[src/rtl/spf_pkg.sv]
// shared types and constants of the servo packet framer
`default_nettype none
package spf_pkg;

  localparam int unsigned MaxData    = 4;
  localparam int unsigned DataFields = 4;
  localparam int unsigned DataCap    = (MaxData < DataFields) ? MaxData : DataFields;
  localparam int unsigned IdxW       = (DataFields > 1) ? $clog2(DataFields) : 1;
  localparam int unsigned PosW       = 4;

  localparam logic [7:0]      SyncByte  = 8'hff;
  localparam logic [7:0]      LenBias   = 8'd3;
  localparam logic [PosW-1:0] HdrBytes  = PosW'(6);
  localparam logic [2:0]      ReplyLast = 3'd4;
  localparam logic [2:0]      CapCount  = 3'(DataCap);
  localparam logic [7:0]      IdReset   = 8'd1;

  typedef enum logic [1:0] {
    KindTx  = 2'd0,
    KindOk  = 2'd1,
    KindBad = 2'd2
  } kind_e;

  typedef enum logic [2:0] {
    RxSync0 = 3'd0,
    RxSync1 = 3'd1,
    RxId    = 3'd2,
    RxLen   = 3'd3
  } rx_pos_e;

  typedef struct packed {
    logic                       is_reply;
    logic                       hdr_ok;
    logic [7:0]                 rlen;
    logic [7:0]                 id;
    logic [7:0]                 len;
    logic [7:0]                 instr;
    logic [7:0]                 addr;
    logic [DataFields-1:0][7:0] data;
    logic [2:0]                 count;
    logic [7:0]                 csum;
  } job_t;

endpackage
`default_nettype wire

[src/rtl/servo_packet_framer.sv]
// top level of the servo packet framer
// A send item (op 0) becomes one instruction frame, FF FF id length instruction
// address data checksum, delivered one byte per output item (seven to eleven
// bytes), one per cycle from the back-end byte walker unless output stalls.
// Reply byte items (op 1) wait for queue room; every fifth reply byte yields
// one header verdict item. A two-entry job queue lets new items enter while a
// frame is still being sent. servo_id is written on the cfg channel, which is
// always ready, and must only be written while the block is idle.
`default_nettype none
module servo_packet_framer import spf_pkg::*; (
  input  wire logic       clk_i,
  input  wire logic       rst_ni,
  input  wire logic       cfg_valid_i,
  output logic            cfg_ready_o,
  input  wire logic [7:0] cfg_data_i,
  input  wire logic       in_valid_i,
  output logic            in_ready_o,
  input  wire logic       op_i,
  input  wire logic [7:0] instruction_i,
  input  wire logic [7:0] address_i,
  input  wire logic [2:0] data_count_i,
  input  wire logic [7:0] data_byte0_i,
  input  wire logic [7:0] data_byte1_i,
  input  wire logic [7:0] data_byte2_i,
  input  wire logic [7:0] data_byte3_i,
  input  wire logic [7:0] rx_byte_i,
  output logic            out_valid_o,
  input  wire logic       out_ready_i,
  output logic [1:0]      kind_o,
  output logic [7:0]      byte_value_o,
  output logic [7:0]      reply_length_o,
  output logic            last_o
);

  logic push, q_ready, q_valid, pop;
  job_t job_in, job_out;

  spf_front u_front (
    .clk_i, .rst_ni,
    .cfg_valid_i, .cfg_ready_o, .cfg_data_i,
    .in_valid_i, .in_ready_o,
    .op_i, .instruction_i, .address_i, .data_count_i,
    .data_byte0_i, .data_byte1_i, .data_byte2_i, .data_byte3_i,
    .rx_byte_i,
    .push_o    (push),
    .job_o     (job_in),
    .q_ready_i (q_ready)
  );

  spf_queue u_queue (
    .clk_i, .rst_ni,
    .push_i  (push),
    .job_i   (job_in),
    .ready_o (q_ready),
    .valid_o (q_valid),
    .job_o   (job_out),
    .pop_i   (pop)
  );

  spf_back u_back (
    .clk_i, .rst_ni,
    .q_valid_i (q_valid),
    .job_i     (job_out),
    .pop_o     (pop),
    .out_valid_o, .out_ready_i,
    .kind_o, .byte_value_o, .reply_length_o, .last_o
  );

endmodule
`default_nettype wire

[src/rtl/spf_front.sv]
// front end: takes items, tracks reply headers, builds frame jobs
`default_nettype none
module spf_front import spf_pkg::*; (
  input  wire logic       clk_i,
  input  wire logic       rst_ni,
  input  wire logic       cfg_valid_i,
  output logic            cfg_ready_o,
  input  wire logic [7:0] cfg_data_i,
  input  wire logic       in_valid_i,
  output logic            in_ready_o,
  input  wire logic       op_i,
  input  wire logic [7:0] instruction_i,
  input  wire logic [7:0] address_i,
  input  wire logic [2:0] data_count_i,
  input  wire logic [7:0] data_byte0_i,
  input  wire logic [7:0] data_byte1_i,
  input  wire logic [7:0] data_byte2_i,
  input  wire logic [7:0] data_byte3_i,
  input  wire logic [7:0] rx_byte_i,
  output logic            push_o,
  output job_t            job_o,
  input  wire logic       q_ready_i
);

  logic [7:0] servo_id_q;
  logic [2:0] rx_pos_q, rx_pos_d;
  logic       rx_ok_q, rx_ok_d;
  logic [7:0] rx_len_q, rx_len_d;
  logic       accept;
  logic [2:0] cnt;
  logic [7:0] sum;
  logic [3:0][7:0] din;

  assign cfg_ready_o = 1'b1;
  assign in_ready_o  = q_ready_i;
  assign accept      = in_valid_i && q_ready_i;
  assign din         = {data_byte3_i, data_byte2_i, data_byte1_i, data_byte0_i};
  assign cnt         = (data_count_i > CapCount) ? CapCount : data_count_i;

  always_comb begin
    sum = servo_id_q + (8'(cnt) + LenBias) + instruction_i + address_i;
    for (int i = 0; i < DataFields; i++) begin
      if (3'(i) < cnt) sum = sum + din[i];
    end
  end

  always_comb begin
    job_o.is_reply = op_i;
    job_o.hdr_ok   = rx_ok_q;
    job_o.rlen     = rx_ok_q ? rx_len_q : 8'd0;
    job_o.id       = servo_id_q;
    job_o.len      = 8'(cnt) + LenBias;
    job_o.instr    = instruction_i;
    job_o.addr     = address_i;
    for (int i = 0; i < DataFields; i++) job_o.data[i] = din[i];
    job_o.count    = cnt;
    job_o.csum     = ~sum;
  end

  assign push_o = accept && (!op_i || rx_pos_q == ReplyLast);

  always_comb begin
    rx_pos_d = rx_pos_q;
    rx_ok_d  = rx_ok_q;
    rx_len_d = rx_len_q;
    if (accept) begin
      if (!op_i || rx_pos_q == ReplyLast) begin
        rx_pos_d = 3'd0;
        rx_ok_d  = 1'b1;
        rx_len_d = 8'd0;
      end else begin
        rx_pos_d = rx_pos_q + 3'd1;
        case (rx_pos_q)
          RxSync0, RxSync1: if (rx_byte_i != SyncByte) rx_ok_d = 1'b0;
          RxId:             if (rx_byte_i != servo_id_q) rx_ok_d = 1'b0;
          RxLen:            rx_len_d = rx_byte_i;
          default:          ;
        endcase
      end
    end
  end

  always_ff @(posedge clk_i or negedge rst_ni) begin
    if (!rst_ni) begin
      servo_id_q <= IdReset;
      rx_pos_q   <= 3'd0;
      rx_ok_q    <= 1'b1;
      rx_len_q   <= 8'd0;
    end else begin
      if (cfg_valid_i) servo_id_q <= cfg_data_i;
      rx_pos_q <= rx_pos_d;
      rx_ok_q  <= rx_ok_d;
      rx_len_q <= rx_len_d;
    end
  end

endmodule
`default_nettype wire

[src/rtl/spf_queue.sv]
// two-entry job queue between front and back
`default_nettype none
module spf_queue import spf_pkg::*; (
  input  wire logic clk_i,
  input  wire logic rst_ni,
  input  wire logic push_i,
  input  job_t      job_i,
  output logic      ready_o,
  output logic      valid_o,
  output job_t      job_o,
  input  wire logic pop_i
);

  job_t       mem_q [2];
  logic       wr_q, rd_q;
  logic [1:0] cnt_q;

  assign ready_o = cnt_q != 2'd2;
  assign valid_o = cnt_q != 2'd0;
  assign job_o   = mem_q[rd_q];

  always_ff @(posedge clk_i) begin
    if (push_i) mem_q[wr_q] <= job_i;
  end

  always_ff @(posedge clk_i or negedge rst_ni) begin
    if (!rst_ni) begin
      wr_q  <= 1'b0;
      rd_q  <= 1'b0;
      cnt_q <= 2'd0;
    end else begin
      if (push_i) wr_q <= ~wr_q;
      if (pop_i)  rd_q <= ~rd_q;
      cnt_q <= cnt_q + 2'(push_i) - 2'(pop_i);
    end
  end

endmodule
`default_nettype wire

[src/rtl/spf_back.sv]
// back end: walks a job byte by byte into the output register
`default_nettype none
module spf_back import spf_pkg::*; (
  input  wire logic       clk_i,
  input  wire logic       rst_ni,
  input  wire logic       q_valid_i,
  input  job_t            job_i,
  output logic            pop_o,
  output logic            out_valid_o,
  input  wire logic       out_ready_i,
  output logic [1:0]      kind_o,
  output logic [7:0]      byte_value_o,
  output logic [7:0]      reply_length_o,
  output logic            last_o
);

  logic [PosW-1:0] pos_q;
  logic            valid_q;
  kind_e           kind_q;
  logic [7:0]      byte_q, rlen_q;
  logic            last_q;
  logic            adv, fin;
  logic [PosW-1:0] end_pos, didx;
  logic [7:0]      sel;

  assign adv     = q_valid_i && (!valid_q || out_ready_i);
  assign end_pos = HdrBytes + PosW'(job_i.count);
  assign didx    = pos_q - HdrBytes;
  assign fin     = job_i.is_reply || pos_q == end_pos;
  assign pop_o   = adv && fin;

  always_comb begin
    case (pos_q)
      4'd0, 4'd1: sel = SyncByte;
      4'd2:       sel = job_i.id;
      4'd3:       sel = job_i.len;
      4'd4:       sel = job_i.instr;
      4'd5:       sel = job_i.addr;
      default:    sel = (pos_q == end_pos) ? job_i.csum : job_i.data[didx[IdxW-1:0]];
    endcase
  end

  always_ff @(posedge clk_i) begin
    if (adv) begin
      kind_q <= job_i.is_reply ? (job_i.hdr_ok ? KindOk : KindBad) : KindTx;
      byte_q <= job_i.is_reply ? 8'd0 : sel;
      rlen_q <= job_i.is_reply ? job_i.rlen : 8'd0;
      last_q <= fin;
    end
  end

  always_ff @(posedge clk_i or negedge rst_ni) begin
    if (!rst_ni) begin
      valid_q <= 1'b0;
      pos_q   <= '0;
    end else begin
      if (adv) valid_q <= 1'b1;
      else if (out_ready_i) valid_q <= 1'b0;
      if (adv) pos_q <= fin ? '0 : pos_q + PosW'(1);
    end
  end

  assign out_valid_o    = valid_q;
  assign kind_o         = kind_q;
  assign byte_value_o   = byte_q;
  assign reply_length_o = rlen_q;
  assign last_o         = last_q;

endmodule
`default_nettype wire
[config.mk]
export PLATFORM = sky130hd
export DESIGN_NAME = servo_packet_framer
export DESIGN_NICKNAME = d
export VERILOG_FILES = /design/src/rtl/spf_pkg.sv /design/src/rtl/servo_packet_framer.sv /design/src/rtl/spf_front.sv /design/src/rtl/spf_queue.sv /design/src/rtl/spf_back.sv
export SDC_FILE = /design/constraint.sdc
export NUM_CORES = 1
export LEC_CHECK = 0
export ABC_AREA = 1
export BUFFER_PORTS_ARGS = -buffer_cell sky130_fd_sc_hd__buf_2
export CELL_PAD_IN_SITES_DETAIL_PLACEMENT = 0
export CELL_PAD_IN_SITES_GLOBAL_PLACEMENT = 1
export CORE_ASPECT_RATIO = 2
export CORE_UTILIZATION = 40
export CTS_CLUSTER_DIAMETER = 200
export DETAILED_ROUTE_END_ITERATION = 16
export GPL_ROUTABILITY_DRIVEN = 0
export GPL_TIMING_DRIVEN = 1
export HOLD_SLACK_MARGIN = 0.05
export PLACE_DENSITY_LB_ADDON = 0.1
export SETUP_SLACK_MARGIN = 0.4
export SLEW_MARGIN = 5
export SYNTH_ARGS = -nofsm -noshare
export SYNTH_HDL_FRONTEND = slang
export SYNTH_HIERARCHICAL = 1
export SYNTH_SLANG_ARGS = --single-unit
[constraint.sdc]
create_clock -name clk_i -period 13.61 [get_ports clk_i]
set_input_delay 0.6805 -clock clk_i [delete_from_list [all_inputs] [get_ports clk_i]]
set_output_delay 0.6805 -clock clk_i [all_outputs]
set_load 0.1 [all_outputs]
==> results of run 1 <==
[registers in the layout, indices dropped and copies added (netlist names), 2 cells and up]
name                   cells
u_front/rx_len_q           8
u_back/byte_value_o        8
u_back/kind_o              2
u_queue/cnt_q              2
u_back/reply_length_o      8
u_front/servo_id_q         8
u_back/pos_q               4
u_front/rx_pos_q           3
u_queue/mem_q            170
[worst paths after layout]
check,from,end,slack (ns),depth (start not counted)
hold / removal,rst_ni,u_front/servo_id_q[6],0.22,1
hold reg to reg,u_front/rx_len_q[2],u_front/rx_len_q[2],0.51,2
max in group asynchronous,rst_ni,u_queue/rd_q,12.82,1
setup / recovery,data_count_i[2],u_queue/mem_q[1][7],6.22,39
min in group clk_i,cfg_data_i[7],u_front/servo_id_q[7],0.38,3
setup reg to reg,u_front/servo_id_q[1],u_queue/mem_q[1][7],7.31,34
[metal layers]
layer / up-vias / track usage / wire length, um
li1: 4322 / - / -
met5: - / 0 / 0
met4: 0 / 0.108 / 1620
met3: 51 / 0.0190 / 875
met1: 3979 / 0.196 / 10700
met2: 150 / 0.416 / 18300
[synthesized netlist by cell type (18+ instances only)]
master    number  share of area
nand2_1      296          0.088
inv_1        254          0.076
edfxtp_1     189           0.45
nand3_1       80          0.032
o21ai_1       65          0.026
buf_4         58          0.035
o21ai_0       52          0.021
ha_1          51          0.051
nor2_1        32         0.0095
a21oi_1       31          0.012
dfrtp_1       27          0.054
o21ai_2       24          0.017
nand2_2       22          0.011
xor2_1        18          0.012
[critical path: cells and delay by family]
family / cells / cell delay [ns]
adders and majority gates: 8 / 2.99
xor gates and xnor gates: 4 / 0.76
and+or+nand+nor: 15 / 1.56
buffers and inverters: 6 / 0.66
AOI/OAI and AO/OA: 6 / 1.00
[where the power goes]
| part | internal (mW) | switching (mW) |
|---|---|---|
| clock | 0.314 | 0.262 |
| combinational | 0.584 | 1.34 |
| sequential | 0.925 | 0.0949 |
[cells by family (layout without fill, tap and decap cells)]
| logic type | after synthesis | after routing | synth area share |
|---|---|---|---|
| simple gates | 479 | 479 | 0.173 |
| buf+inv | 360 | 405 | 0.139 |
| flops | 218 | 218 | 0.508 |
| compound gates | 183 | 183 | 0.0828 |
| fa+ha+maj | 66 | 66 | 0.0744 |
| xor+xnor | 28 | 28 | 0.0194 |
| mux | 3 | 3 | 0.00268 |
| other cells | 2 | 7 | 0.000595 |
[cell type report]
| cell class | count | area [um^2] | share of cell area |
|---|---|---|---|
| inverters | 265 | 1000 | 0.0736 |
| multi-input cells | 766 | 4480 | 0.330 |
| clock buffers | 28 | 594 | 0.0437 |
| repair buffers | 98 | 503 | 0.0370 |
| well taps | 418 | 523 | 0.0385 |
| flip-flops and latches | 218 | 6410 | 0.471 |
| clock inverters | 14 | 83.8 | 0.00617 |
[through the flow]
step	hold WS, ns	utilization	cell area (um^2)	total power, mW
after floorplan	0.385	-	12600	2.54
after global placement	0.494	0.417	12900	2.96
after detailed placement	0.500	0.417	12900	2.98
after CTS	0.238	0.439	13600	3.56
after global routing	0.265	0.439	13600	3.80
final	0.217	0.439	13600	3.52
==> flow_metrics.tcl, run 1 <==
set metrics [dict create \
    outcome "finished, final reports clean" \
    cellLeakagePower_nw 6.27 \
    layout_setup_ws_ns 6.22 \
    dieArea_um2 32300 \
    numCtsBuffers 23 \
    post-place-ws_ns 5.70 \
    powerDensity_nw_per_um2 259 \
    slowest_delay_ns 0.52 \
    fin_crit_sh 0.543 \
    setup_tns_ns 0 \
    io_pins 95 \
    min_period_ns 7.39 \
    postCtsSetupRepairBufs 0 \
    slew_viol_final 0 \
    worstSetupEndpointType "flip-flop" \
    cts_root_buf "clkbuf_16" \
    worstMarginPinSlew_ns 1.09 \
    synth.cell_area_um2 12600 \
    postCtsHoldBufs 0 \
    drcViolationCount 0 \
    core_um2 31000 \
    antenna_cells 0 \
    antenna_found_initial 0 \
    postRouteAntennaNets 0 \
    clock-skew-final_ns 0.0163 \
    worst_path_max_delay_cell "fa_1" \
    critPathRequiredTime_ns 13.88 \
    max_freq_mhz 135 \
    crit_type "in2reg" \
    clk_pin_slew_worst_paths_ns 0.06 \
    yosys_warnings 6 \
    grt_setup_unrepaired "no" \
    clk_latency_ns 0.52 \
    finalNetCount 1511 \
    start_util 0.407 \
    mostFrequentLayoutCells "296 x nand2_1, 253 x inv_1, 189 x edfxtp_1" \
    portBuffers 93 \
    grtUsageTotal 0.205 \
    drt_wl_total_um 31500 \
    fp-row-count 91 \
    path_max_fanout 18 \
    ir_drop_v 0.000217 \
    area_growth_pct 7.77 \
    ys_seq_elements 218 \
    synth_edf_count 189 \
    synth_cells 1339 \
    start_kind "input pin" \
    synth_area_per_cell_um2 9.42 \
    first_global_vias 8520 \
    critical_path_arrival_ns 7.66 \
    mostFrequentLayoutCell "nand2_1" \
    drive_above_1_share 0.161 \
    grt_max_degree 63 \
    clkSinkCount 218 \
    grt-ovfl-total 0 \
    path_common_cell "nand2_1" \
    dp_hpwl_um 24300 \
    routedWlPerCell_um 17.4 \
    cts_buffer_depth 3 \
    vias_per_cell 4.71 \
    die_h_um 253 \
    yosysSeqAreaShare 0.508 \
    post-place-cells 1765 \
    vias 8502 \
    maxCapViolations 0 \
    die_w_um 128 \
    firstDrtPassIters 5 \
    setup_violations 0 \
    htree_levels 1 \
    post_cts_resized 0 \
    ys.flop_type "edfxtp_1" \
    hp-class "in2async" \
    finalHoldViolCount 0 \
    async_reset_ff_frac 0.133 \
    slew_headroom 0.274 \
    layout.filler_cells 3131 \
    grt_pass1_wl_um 48700 \
    fin_cells 1807 \
    dr.first_iter.drc_count 271 \
    ys_types 50 \
    cts_tree "done" \
]
(Power assumes the default switching activity.)
==> run 2, diff against run 1 <==
--- a/config.mk
+++ b/config.mk
@@ -5,7 +5,7 @@
 export SDC_FILE = /design/constraint.sdc
 export NUM_CORES = 1
 export LEC_CHECK = 0
-export ABC_AREA = 1
+export ABC_AREA = 0
 export BUFFER_PORTS_ARGS = -buffer_cell sky130_fd_sc_hd__buf_2
 export CELL_PAD_IN_SITES_DETAIL_PLACEMENT = 0
 export CELL_PAD_IN_SITES_GLOBAL_PLACEMENT = 1
==> constraint.sdc (replaced) <==
create_clock -name clk_i -period 6.1 [get_ports clk_i]
set_input_delay 0.305 -clock clk_i [delete_from_list [all_inputs] [get_ports clk_i]]
set_output_delay 0.305 -clock clk_i [all_outputs]
set_load 0.1 [all_outputs]
==> flow_metrics.tcl, run 2 <==
set metrics [dict create \
    outcome "finished with violations" \
    violations "setup timing" \
    grtUsageTotal 0.201 \
    cts_tree "done" \
    fin_cells 1398 \
    clk_latency_ns 0.51 \
    drt_wl_total_um 29300 \
    post-place-ws_ns -1.08 \
    synth_cells 848 \
    post-place-cells 1306 \
    maxCapViolations 0 \
    yosysSeqAreaShare 0.544 \
    antenna_cells 0 \
    drcViolationCount 0 \
    path_max_fanout 3 \
    ir_drop_v 0.000532 \
    critPathRequiredTime_ns 6.34 \
    drive_above_1_share 0.375 \
    setup_violations 2 \
    area_growth_pct 21.2 \
    seqPwrFrac 0.248 \
    vias_per_cell 5.05 \
    clock-skew-final_ns 0.00842 \
    portBuffers 93 \
    design_area_um2 14300 \
    antenna_found_initial 0 \
    dieArea_um2 30100 \
    core_um2 28800 \
    cp_top_family "adder cells" \
    grt_max_degree 81 \
    cellLeakagePower_nw 5.73 \
    io_pins 95 \
    hp-class "in2reg" \
    ys_types 70 \
    worstMarginPinSlew_ns 1.19 \
    swShare 0.401 \
    postRouteAntennaNets 0 \
    netlist.area_leader.share 0.482 \
    powerDensity_nw_per_um2 629 \
    start_util 0.408 \
    layout_setup_ws_ns -0.234 \
    vias 7063 \
    max_freq_mhz 158 \
    path_common_cell "ha_4" \
    fin_crit_sh 1.04 \
    cp_num_buf_inv 5 \
    synth_edf_count 189 \
    fin_util 0.494 \
    yosys-top-cells-count "189 x edfxtp_1, 62 x mux2_2, 57 x buf_4" \
    async_reset_ff_frac 0.133 \
    slew_viol_final 0 \
    clk_pin_slew_worst_paths_ns 0.06 \
    synth.cell_area_um2 11800 \
    largest_register_ffs 170 \
    mostFrequentLayoutCell "edfxtp_1" \
    top_register "u_queue/mem_q" \
    grt_setup_unrepaired "yes" \
    crit_type "in2reg" \
    yosys_warnings 6 \
    worst_path_max_delay_cell "fa_1" \
    grt-ovfl-total 0 \
    cts_buffer_depth 3 \
    clkPwrFrac 0.137 \
    pwr-share-comb 0.615 \
    yosysTopAreaCell "edfxtp_1" \
    synth_area_leaders "edfxtp_1 48%, mux2_2 5.9%, dfrtp_1 5.7%" \
    numCtsBuffers 21 \
    die_w_um 123 \
    dp_hpwl_um 22000 \
    fp-row-count 88 \
    min_period_ns 6.33 \
    routedWlPerCell_um 21.0 \
    finalHoldViolCount 0 \
    dpl_cell_area_um2 12800 \
    dr.first_iter.drc_count 270 \
    die_h_um 245 \
    htree_levels 1 \
    grt_pass1_wl_um 43600 \
    finalNetCount 1163 \
    switchingPower_mw 3.60 \
    synth_area_per_cell_um2 13.9 \
    start_kind "input pin" \
    worstSetupEndpointType "flip-flop" \
    ys.flop_type "edfxtp_1" \
    synth.most_common_cell "edfxtp_1" \
    setup_tns_ns -0.468 \
    first_global_vias 7735 \
    mostFrequentLayoutCells "189 x edfxtp_1, 93 x buf_4, 91 x buf_2" \
    clkSinkCount 218 \
    slew_headroom 0.205 \
    intPower_mw 5.37 \
    cts_root_buf "clkbuf_16" \
    ys_seq_elements 218 \
    reg2reg_setup_slack_ns 0.10 \
    critical_path_arrival_ns 6.58 \
    slowest_delay_ns 0.51 \
    firstDrtPassIters 4 \
]
run 2: cell types whose count changed after synthesis, moves of 14 or more:
cell / before / now
and2_1: 2 / 18
inv_1: 254 / 55
mux2_2: 3 / 62
mux2_4: 0 / 40
nand2_1: 296 / 54
nand2_2: 22 / 0
nand3_1: 80 / 11
nand3_2: 14 / 0
o21ai_0: 52 / 21
o21ai_1: 65 / 2
o21ai_2: 24 / 3
run 2: cell families (layout without fill, tap and decap cells):
kind of cell    Yosys count  after routing  synth area share
compound gates          114            114            0.0707
xor+xnor                 44             44            0.0358
fa+ha+maj                66             66            0.0798
buf+inv                 137            322            0.0727
flops                   218            218             0.544
mux                     117            117             0.133
other cells               2              7          0.000638
simple gates            150            150            0.0627
run 2: power groups by stage:
| stage | Combinational, mW | Clock, mW | Sequential (mW) |
|---|---|---|---|
| after floorplan | 2.91 | 0 | 2.65 |
| after global placement | 4.78 | 0 | 2.25 |
| after detailed placement | 4.86 | 0 | 2.26 |
| after CTS | 5.30 | 1.27 | 2.23 |
| after global routing | 5.93 | 1.31 | 2.26 |
| final | 5.52 | 1.23 | 2.22 |
run 2: cell type report:
cell class | instances | area [um^2]
timing repair buffer | 230 | 1620
tap | 360 | 450
fill | 2582 | 14600
inverter | 55 | 206
clock inverter | 11 | 73.8
clock buffer | 26 | 564
sequential | 218 | 6410
multi-input combinational | 498 | 4930
run 2: path summary, 6_finish.rpt:
path	from	end	cells past startpoint
max reg2reg	u_front/servo_id_q[1]	u_queue/mem_q[0][7]	27
min reg2reg	u_front/rx_len_q[5]	u_front/rx_len_q[5]	1
max	data_count_i[2]	u_queue/mem_q[0][7]	33
min	data_byte1_i[4]	u_queue/mem_q[1][23]	1
min in group asynchronous	rst_ni	u_front/rx_pos_q[1]	2
max in group asynchronous	rst_ni	u_queue/rd_q	2
run 2: through the flow:
stage / hold WS, ns / power (mW)
2_1_floorplan: 0.00941 / 5.56
3_3_place_gp: 0.416 / 7.02
3_5_place_dp: 0.435 / 7.12
4_1_cts: 0.0502 / 8.80
5_1_grt: 0.0593 / 9.50
6_report: 0.0636 / 8.97
run 2: metal layers:
metal	global-route usage	vias up	routed length (um)
met3	0.0166	55	869
li1	-	3374	-
met4	0.116	0	1620
met2	0.397	157	16900
met5	0	-	0
met1	0.193	3477	9890
run 2: what timing repair did:
action / 4_1_cts / 5_1_grt
setup endpoints to repair: 10 / 10
hold buffers: 43 / 0
buffers inserted: 8 / 4
resized for setup: 32 / 16
pin swaps: 34 / 19
endpoints found under the hold margin: 103 / 0
